### config.mk
export PLATFORM = sky130hd
export DESIGN_NAME = pid_speed_controller
export DESIGN_NICKNAME = d
export VERILOG_FILES = /design/src/rtl/pidsc_pkg.sv /design/src/rtl/pid_speed_controller.sv /design/src/rtl/pidsc_cfg_regs.sv /design/src/rtl/pidsc_err_stage.sv /design/src/rtl/pidsc_mac.sv
export VERILOG_INCLUDE_DIRS = /design/src /design/src/rtl
export SDC_FILE = /design/constraint.sdc
export NUM_CORES = 2
export LEC_CHECK = 0
export CORE_ASPECT_RATIO = 1.25
export CORE_MARGIN = 2
export CORE_UTILIZATION = 27
export CTS_CLUSTER_SIZE = 8
export DETAILED_ROUTE_END_ITERATION = 12
export DONT_BUFFER_PORTS = 1
export HOLD_SLACK_MARGIN = 0.06
export MAX_ROUTING_LAYER = met4
export SLEW_MARGIN = 20
export SYNTH_ARGS = -nofsm -noshare
export SYNTH_HDL_FRONTEND = slang
export SYNTH_SLANG_ARGS = --single-unit
### constraint.sdc
create_clock -name aclk -period 7.65 [get_ports aclk]
set_input_delay 0.3825 -clock aclk [delete_from_list [all_inputs] [get_ports aclk]]
set_output_delay 0.3825 -clock aclk [all_outputs]
set_load 0.02 [all_outputs]
### src/rtl/pid_speed_controller_assert.svh
// Assertion macros for the PID speed controller.
// Used by the top level; no dependencies.
`ifndef PID_SPEED_CONTROLLER_ASSERT_SVH
`define PID_SPEED_CONTROLLER_ASSERT_SVH

// same-cycle implication
`define PIDSC_ASSERT_IMPL(label, clk, rstn, ante, cons) \
    label: assert property (@(posedge clk) disable iff (!rstn) (ante) |-> (cons)) \
        else $error("pidsc: same-cycle check failed");

// next-cycle implication
`define PIDSC_ASSERT_NEXT(label, clk, rstn, ante, cons) \
    label: assert property (@(posedge clk) disable iff (!rstn) (ante) |=> (cons)) \
        else $error("pidsc: next-cycle check failed");

`endif

### src/rtl/pidsc_pkg.sv
// Package for the PID speed controller: widths, register indexes, shared types.
// No dependencies.
package pidsc_pkg;

    localparam int GAIN_FRAC_BITS = 12;
    localparam int SPEED_BITS     = 16;

    localparam int GAIN_W      = 16;
    localparam int WINDOW_W    = 16;
    localparam int INTEG_W     = 24;
    localparam int CMD_W       = 8;
    localparam int DRIVE_LIMIT = 127;

    localparam int ERR_W   = SPEED_BITS + 1;
    localparam int DERIV_W = ERR_W + 1;
    localparam int SUM_W   = ((INTEG_W > ERR_W) ? INTEG_W : ERR_W) + 1;
    localparam int MAG_W   = (ERR_W > WINDOW_W) ? ERR_W : WINDOW_W;

    localparam int PROD_E_W = GAIN_W + ERR_W;
    localparam int PROD_I_W = GAIN_W + INTEG_W;
    localparam int PROD_D_W = GAIN_W + DERIV_W;
    localparam int PROD_MAX_W = (PROD_I_W > PROD_D_W) ? PROD_I_W : PROD_D_W;
    localparam int ACC_W    = PROD_MAX_W + 2;
    localparam int QUOT_W   = ACC_W - GAIN_FRAC_BITS;

    localparam int CFG_ADDR_W = 3;
    localparam int CFG_DATA_W = (SPEED_BITS > GAIN_W) ? SPEED_BITS : GAIN_W;
    localparam int S_TDATA_W  = ((SPEED_BITS + 7) / 8) * 8;
    localparam int M_TDATA_W  = ((CMD_W + 7) / 8) * 8;

    typedef enum logic [CFG_ADDR_W-1:0] {
        REG_LOOP_ENABLE     = 3'd0,
        REG_TARGET_SPEED    = 3'd1,
        REG_GAIN_P          = 3'd2,
        REG_GAIN_I          = 3'd3,
        REG_GAIN_D          = 3'd4,
        REG_INTEGRAL_WINDOW = 3'd5
    } reg_index_t;

    typedef struct packed {
        logic                         loop_enable;
        logic signed [SPEED_BITS-1:0] target_speed;
        logic signed [GAIN_W-1:0]     gain_p;
        logic signed [GAIN_W-1:0]     gain_i;
        logic signed [GAIN_W-1:0]     gain_d;
        logic        [WINDOW_W-1:0]   integral_window;
    } cfg_t;

    localparam cfg_t CFG_RESET = '{
        loop_enable:     1'b1,
        target_speed:    SPEED_BITS'(47),
        gain_p:          GAIN_W'(8192),
        gain_i:          GAIN_W'(164),
        gain_d:          GAIN_W'(0),
        integral_window: WINDOW_W'(50)
    };

    // error-stage result handed to the multiply pipeline
    typedef struct packed {
        logic                      valid;
        logic signed [ERR_W-1:0]   err;
        logic signed [INTEG_W-1:0] integ;
        logic signed [DERIV_W-1:0] deriv;
    } stage_t;

endpackage

### src/rtl/pid_speed_controller.sv
// PID speed controller with integral window: top level.
// Depends on pidsc_pkg, pidsc_cfg_regs, pidsc_err_stage, pidsc_mac and
// pid_speed_controller_assert.svh.
//
// Usage:
//   s_ channel: one measured speed sample per transfer (s_tdata[15:0], signed).
//   m_ channel: one result per sample; m_tdata[7:0] is the signed motor
//   command (-127..127), m_tuser[0] flags that the drive was clamped.
//   cfg port: cfg_we/cfg_addr/cfg_wdata write one of six registers per cycle
//   (0 enable, 1 target, 2..4 gains P/I/D in Q.12, 5 integral window);
//   write only while no sample is in flight.
// Timing:
//   Five-stage pipeline (input, error/integral, multiply, accumulate, result).
//   One sample is accepted every cycle while the output is not stalled.
//   Only the error/integral stage carries loop state, and it is updated
//   in time for the next sample.
// Reset: pipeline empty, loop state cleared, registers at defaults.
// Stall: the whole pipeline holds while m_tvalid is high and m_tready low;
//   s_tready follows, so no transfer is lost.
module pid_speed_controller (
    input  logic                               aclk,
    input  logic                               aresetn,
    // slave stream: measured_speed
    input  logic                               s_tvalid,
    output logic                               s_tready,
    input  logic [pidsc_pkg::S_TDATA_W-1:0]    s_tdata,   // [15:0] measured_speed
    // master stream
    output logic                               m_tvalid,
    input  logic                               m_tready,
    output logic [pidsc_pkg::M_TDATA_W-1:0]    m_tdata,   // [7:0] motor_command
    output logic [0:0]                         m_tuser,   // [0] drive_clamped
    // configuration
    input  logic                               cfg_we,
    input  logic [pidsc_pkg::CFG_ADDR_W-1:0]   cfg_addr,
    input  logic [pidsc_pkg::CFG_DATA_W-1:0]   cfg_wdata
);
    import pidsc_pkg::*;

    cfg_t               cfg;
    stage_t             s1;
    logic               advance;
    logic               out_valid;
    logic [CMD_W-1:0]   motor_command;
    logic               drive_clamped;

    assign advance  = !out_valid || m_tready;
    assign s_tready = advance;

    pidsc_cfg_regs u_cfg (
        .aclk      (aclk),
        .aresetn   (aresetn),
        .cfg_we    (cfg_we),
        .cfg_addr  (cfg_addr),
        .cfg_wdata (cfg_wdata),
        .cfg       (cfg)
    );

    pidsc_err_stage u_err (
        .aclk     (aclk),
        .aresetn  (aresetn),
        .advance  (advance),
        .s_tvalid (s_tvalid),
        .s_tdata  (s_tdata),
        .cfg      (cfg),
        .s1       (s1)
    );

    pidsc_mac u_mac (
        .aclk          (aclk),
        .aresetn       (aresetn),
        .advance       (advance),
        .cfg           (cfg),
        .s1            (s1),
        .out_valid     (out_valid),
        .motor_command (motor_command),
        .drive_clamped (drive_clamped)
    );

    assign m_tvalid = out_valid;
    assign m_tdata  = M_TDATA_W'(motor_command);
    assign m_tuser  = drive_clamped;

    `include "pid_speed_controller_assert.svh"

    `PIDSC_ASSERT_NEXT(a_stage_hold, aclk, aresetn, !advance, $stable(s1))
    `PIDSC_ASSERT_IMPL(a_cmd_range, aclk, aresetn, m_tvalid, m_tdata != 8'h80)
    `PIDSC_ASSERT_IMPL(a_clamp_at_limit, aclk, aresetn, m_tvalid && m_tuser[0], m_tdata == 8'h81 || m_tdata == 8'h7F)

endmodule

### src/rtl/pidsc_cfg_regs.sv
// Configuration register file for the PID speed controller.
// Depends on pidsc_pkg.
module pidsc_cfg_regs (
    input  logic                                aclk,
    input  logic                                aresetn,
    input  logic                                cfg_we,
    input  logic [pidsc_pkg::CFG_ADDR_W-1:0]    cfg_addr,
    input  logic [pidsc_pkg::CFG_DATA_W-1:0]    cfg_wdata,
    output pidsc_pkg::cfg_t                     cfg
);
    import pidsc_pkg::*;

    cfg_t cfg_reg;

    always_ff @(posedge aclk) begin
        if (!aresetn) begin
            cfg_reg <= CFG_RESET;
        end else if (cfg_we) begin
            unique case (reg_index_t'(cfg_addr))
                REG_LOOP_ENABLE:     cfg_reg.loop_enable     <= cfg_wdata[0];
                REG_TARGET_SPEED:    cfg_reg.target_speed    <= $signed(cfg_wdata[SPEED_BITS-1:0]);
                REG_GAIN_P:          cfg_reg.gain_p          <= $signed(cfg_wdata[GAIN_W-1:0]);
                REG_GAIN_I:          cfg_reg.gain_i          <= $signed(cfg_wdata[GAIN_W-1:0]);
                REG_GAIN_D:          cfg_reg.gain_d          <= $signed(cfg_wdata[GAIN_W-1:0]);
                REG_INTEGRAL_WINDOW: cfg_reg.integral_window <= cfg_wdata[WINDOW_W-1:0];
                default: ;
            endcase
        end
    end

    assign cfg = cfg_reg;

endmodule

### src/rtl/pidsc_err_stage.sv
// Input register, error / windowed saturating integral / derivative, loop state.
// Depends on pidsc_pkg.
module pidsc_err_stage (
    input  logic                              aclk,
    input  logic                              aresetn,
    input  logic                              advance,
    input  logic                              s_tvalid,
    input  logic [pidsc_pkg::S_TDATA_W-1:0]   s_tdata,
    input  pidsc_pkg::cfg_t                   cfg,
    output pidsc_pkg::stage_t                 s1
);
    import pidsc_pkg::*;

    localparam logic signed [INTEG_W-1:0] INTEG_MAX = {1'b0, {(INTEG_W-1){1'b1}}};
    localparam logic signed [INTEG_W-1:0] INTEG_MIN = {1'b1, {(INTEG_W-1){1'b0}}};

    logic                         in_valid_reg;
    logic signed [SPEED_BITS-1:0] meas_reg;
    logic signed [ERR_W-1:0]      prev_err_reg, prev_err_next;
    logic signed [INTEG_W-1:0]    integ_reg, integ_next;
    stage_t                       s1_reg, s1_next;

    logic signed [ERR_W-1:0]   err_c;
    logic        [ERR_W-1:0]   mag_c;
    logic signed [SUM_W-1:0]   sum_c;
    logic signed [INTEG_W-1:0] sat_c;
    logic signed [DERIV_W-1:0] deriv_c;
    logic                      in_window;

    always_comb begin
        err_c   = ERR_W'(cfg.target_speed) - ERR_W'(meas_reg);
        mag_c   = err_c[ERR_W-1] ? ERR_W'(-err_c) : ERR_W'(err_c);
        in_window = (MAG_W'(mag_c) < MAG_W'(cfg.integral_window)) && (cfg.gain_i != '0);
        sum_c   = SUM_W'(integ_reg) + SUM_W'(err_c);
        priority if (sum_c > SUM_W'(INTEG_MAX)) begin
            sat_c = INTEG_MAX;
        end else if (sum_c < SUM_W'(INTEG_MIN)) begin
            sat_c = INTEG_MIN;
        end else begin
            sat_c = INTEG_W'(sum_c);
        end
        deriv_c = DERIV_W'(err_c) - DERIV_W'(prev_err_reg);

        if (cfg.loop_enable) begin
            integ_next    = in_window ? sat_c : '0;
            prev_err_next = err_c;
            s1_next.err   = err_c;
            s1_next.deriv = deriv_c;
        end else begin
            integ_next    = '0;
            prev_err_next = '0;
            s1_next.err   = '0;
            s1_next.deriv = '0;
        end
        s1_next.integ = integ_next;
        s1_next.valid = in_valid_reg;
    end

    always_ff @(posedge aclk) begin
        if (!aresetn) begin
            in_valid_reg <= 1'b0;
            s1_reg.valid <= 1'b0;
            prev_err_reg <= '0;
            integ_reg    <= '0;
        end else if (advance) begin
            in_valid_reg <= s_tvalid;
            s1_reg       <= s1_next;
            if (in_valid_reg) begin
                prev_err_reg <= prev_err_next;
                integ_reg    <= integ_next;
            end
        end
    end

    always_ff @(posedge aclk) begin
        if (advance) begin
            meas_reg <= $signed(s_tdata[SPEED_BITS-1:0]);
        end
    end

    assign s1 = s1_reg;

endmodule

### src/rtl/pidsc_mac.sv
// Gain multiply, accumulate, truncating Q-format scale, clamp and negate; result register.
// Depends on pidsc_pkg.
module pidsc_mac (
    input  logic                       aclk,
    input  logic                       aresetn,
    input  logic                       advance,
    input  pidsc_pkg::cfg_t            cfg,
    input  pidsc_pkg::stage_t          s1,
    output logic                       out_valid,
    output logic [pidsc_pkg::CMD_W-1:0] motor_command,
    output logic                       drive_clamped
);
    import pidsc_pkg::*;

    localparam logic signed [QUOT_W-1:0] LIM_HI = QUOT_W'(DRIVE_LIMIT);
    localparam logic signed [QUOT_W-1:0] LIM_LO = -QUOT_W'(DRIVE_LIMIT);

    logic                       v2_reg, v3_reg, out_valid_reg;
    logic signed [PROD_E_W-1:0] prod_p_reg, prod_p_next;
    logic signed [PROD_I_W-1:0] prod_i_reg, prod_i_next;
    logic signed [PROD_D_W-1:0] prod_d_reg, prod_d_next;
    logic signed [ACC_W-1:0]    acc_reg, acc_next;
    logic        [CMD_W-1:0]    cmd_reg, cmd_next;
    logic                       clamp_reg, clamp_next;

    logic signed [QUOT_W-1:0] quot_c, drive_c;
    logic                     round_up;

    always_comb begin
        prod_p_next = PROD_E_W'(cfg.gain_p) * PROD_E_W'(s1.err);
        prod_i_next = PROD_I_W'(cfg.gain_i) * PROD_I_W'(s1.integ);
        prod_d_next = PROD_D_W'(cfg.gain_d) * PROD_D_W'(s1.deriv);
        acc_next    = ACC_W'(prod_p_reg) + ACC_W'(prod_i_reg) + ACC_W'(prod_d_reg);

        // floor shift, then bump negatives with a nonzero remainder: toward zero
        quot_c   = QUOT_W'(acc_reg >>> GAIN_FRAC_BITS);
        round_up = acc_reg[ACC_W-1] && (acc_reg[GAIN_FRAC_BITS-1:0] != '0);
        drive_c  = quot_c + $signed({{(QUOT_W-1){1'b0}}, round_up});
        priority if (drive_c > LIM_HI) begin
            cmd_next   = CMD_W'(-LIM_HI);
            clamp_next = 1'b1;
        end else if (drive_c < LIM_LO) begin
            cmd_next   = CMD_W'(-LIM_LO);
            clamp_next = 1'b1;
        end else begin
            cmd_next   = CMD_W'(-drive_c);
            clamp_next = 1'b0;
        end
    end

    always_ff @(posedge aclk) begin
        if (!aresetn) begin
            v2_reg        <= 1'b0;
            v3_reg        <= 1'b0;
            out_valid_reg <= 1'b0;
        end else if (advance) begin
            v2_reg        <= s1.valid;
            v3_reg        <= v2_reg;
            out_valid_reg <= v3_reg;
        end
    end

    always_ff @(posedge aclk) begin
        if (advance) begin
            prod_p_reg <= prod_p_next;
            prod_i_reg <= prod_i_next;
            prod_d_reg <= prod_d_next;
            acc_reg    <= acc_next;
            cmd_reg    <= cmd_next;
            clamp_reg  <= clamp_next;
        end
    end

    assign out_valid     = out_valid_reg;
    assign motor_command = cmd_reg;
    assign drive_clamped = clamp_reg;

endmodule
==> results.txt <==
Crit Reg-Reg Startpoint: u_err.s1[24]
Skew-Pair Late Insertion Delay: 0.66 ns
Net Sw Power: 7.019 mW
Top cell type's share of synthesized area: 36.41%
GRT Util Overall: 15.26%
GP Congestion: 0.8942
Crit path cell chain: nand2_1 -> fa_1 -> inv_1 -> fa_1 -> inv_1 -> fa_1 -> inv_1 -> fa_1 -> fa_1 -> inv_1 -> fa_1 -> inv_1 -> ha_1 -> a211o_1 -> o221ai_1 -> inv_1 -> a311oi_1 -> buf_4 -> o221ai_1 -> a31o_2 -> or4_1 -> a31o_2 -> a31oi_1 -> xnor2_1
Pre-CTS WS: 0.6139 ns
Post-synth EDFFs: 233
Setup ws final: 0.4744 ns
Grt ovf: 0
Switching Share: 46.23%
Max reg flops: 81
Layout cell share with drive strength beyond 1: 3.347%
DP HPWL: 120600 um
Post-synthesis sequential area ratio: 17.63%
End of the worst hold path: u_cfg.cfg[35]
Data required, critical path: 7.98 ns
Routed len/inst: 17.60 um
Multi-input gate area: 39390 um^2
Register Area: 9539 um^2
P&R area growth vs syn: 9.716%
Die area: 204000 um^2
Commonest cells in the netlist: inv_1 (1177), fa_1 (984), nand2_1 (837)
Buf/Inv on CP: 7
CTS sink cnt: 360
Drt pass-1 iters: 5
Vias in the first global route: 42900
Util after Layout: 29.83%
Detailed-route via count: 38820
Die W: 404.4 um
Slowest Stage Delay on Critical Path: 0.68 ns
Kind of start point of the critical path: flop
Initial antenna violation count: 5
WS Path Type: flop to flop
Row count: 183
Pint: 8.164 mW
Arr. time, crit path: 7.50 ns
Yosys Warn Count: 0
Clock root cell: clkbuf_16
Max VDD drop: 0.2546 mV
Total wire length: 147700 um
Synthesized Nets: 7179
PortBufs: 0
Flop2flop setup slack: 0.47 ns
Logic pwr share: 61.4%
Post-synth top area cell: fa_1
Top Ports: 51
Largest cells by area after synthesis: fa_1 (36%), edfxtp_1 (13%), ha_1 (8.9%)
Netlist cell types: 83
DRT iter0 DRCs: 1975
Critical Path Sink Type: flop
Gate Count Post-Synth: 5769
Hold crit path type: input pin to flop
CTS tree: built
Starting Density: 27.19%
Worst Hold Depth: 2
Unrepaired setup endpoints after global routing: no
DRC Markers: 0
Bufs on Longest Clock Path: 3
Final Cycle Share: 93.80%
Worst clock skew: 0.07173 ns
Die height: 504.5 um
TritonCTS Buffers: 52
Power share of the clock group: 14.6%
# setup viols final: 0
Fin. Hold Viols: 0
Mean Syn Cell Area: 9.378 um^2
Fmax: 139.4 MHz
Average vias per placed instance: 4.626
Sequential power share: 24.0%
Total of max-cap violations: 0
Main synth FF type: edfxtp_1
Synthesized cell area: 54100 um^2
Final setup TNS: 0 ns
Nets@finish: 7176
Final antenna-violating net count: 0
PwrDens: 255.8 nW/um^2
Asr flop ratio synth: 0%
Crit path max fanout: 16
Hold Startpoint: cfg_wdata[3]
Filler cells: 20670
Post-layout min period: 7.176 ns
First-pass GRT wire length: 237100 um
R2R depth: 24
Most frequent cell after synthesis: inv_1
H-Tree Depth: 2
Least-Margin Pin Slew: 1.159 ns
Status: finished clean
Pins Over Slew Limit: 0
Rel. slew slack: 22.71%
Core Region: 199000 um^2
Leakage Power: 27.53 nW
R2r endpoint: u_mac.prod_i_reg[39]
CP delay by family, top: adder cells
Critical-path top delay cell: edfxtp_1
Clock Pin Slew Worst Setup and Hold Paths: 0.06 ns
Pin count of the biggest net entering global routing: 133
Register bit count reported by yosys: 360
[through the flow]
stage	std cells	instance area, um^2	power, mW	hold WS, ns
after floorplan	5769	54100	10.30	0.4314
after global placement	8258	57350	12.84	0.4434
after detailed placement	8258	57350	12.98	0.4494
after CTS	8387	59340	15.35	0.06445
after global routing	8389	59350	16.64	0.07393
final	8391	59360	15.18	0.1022
[how the worst max path moves through the flow]
stage	cells after the start	from	endpoint
2_1_floorplan	25	u_cfg.cfg[39]	u_mac.prod_i_reg[39]
3_3_place_gp	24	u_err.s1[24]	u_mac.prod_i_reg[39]
3_5_place_dp	21	u_cfg.cfg[52]	u_mac.prod_p_reg[32]
4_1_cts	24	u_err.s1[24]	u_mac.prod_i_reg[39]
5_1_grt	24	u_err.s1[24]	u_mac.prod_i_reg[39]
6_report	24	u_err.s1[24]	u_mac.prod_i_reg[39]
[what timing repair did]
action                                 in CTS  in global routing
hold buffers                               44                  0
setup buffers                               0                  0
endpoints found under the hold margin     119                  0
resized for setup                           0                  0
[cell families after synthesis]
logic type               Yosys count  synth area share [%]
AND/OR/NAND/NOR                 1752                 15.31
multiplexers                       7                0.1318
flip-flops                       360                 17.63
XOR/XNOR                         218                 3.529
AO/OA/AOI/OAI                    676                 8.365
buffers and inverters           1381                 9.596
adder cells (fa/ha/maj)         1375                 45.43
[layout make-up]
cell class,count,area share [%]
multi-input combinational,4028,66.36
sequential,360,16.07
inverter,1179,7.469
tap,2590,5.460
clock buffer,80,2.405
timing repair buffer,145,2.049
clock inverter,5,0.1707
antenna,4,0.01686
[placed cells by master, fill, tap and decap left out, types with 43 or more instances in the layout]
cell / count
nand2b_1: 50
buf_4: 101
inv_1: 1176
clkbuf_16: 53
nor2_1: 217
dfxtp_1: 127
a21o_1: 84
nand2_1: 837
a21boi_0: 97
o21a_1: 44
ha_1: 386
nand3_1: 52
and2_1: 411
edfxtp_1: 233
o21ai_0: 103
fa_1: 984
a21oi_1: 158
xnor2_1: 150
xor2_1: 68
dlygate4sd3_1: 43
[routing by layer]
metal | GRT usage [%] | up-vias | wire length (um)
met1 | 17.17 | 19750 | 57490
met2 | 27.07 | 959 | 75720
met5 | - | - | 0
met4 | 6.753 | 0 | 7739
li1 | - | 17800 | -
met3 | 1.710 | 304 | 6766
[power by group through the flow]
stage | combinational, mW | sequential [mW] | clock (mW)
after floorplan | 7.02 | 3.27 | 0
after detailed placement | 9.29 | 3.69 | 0
after global routing | 10.6 | 3.71 | 2.36
after CTS | 9.39 | 3.65 | 2.30
after global placement | 9.16 | 3.68 | 0
final | 9.32 | 3.64 | 2.22
(Power assumes the default switching activity.)
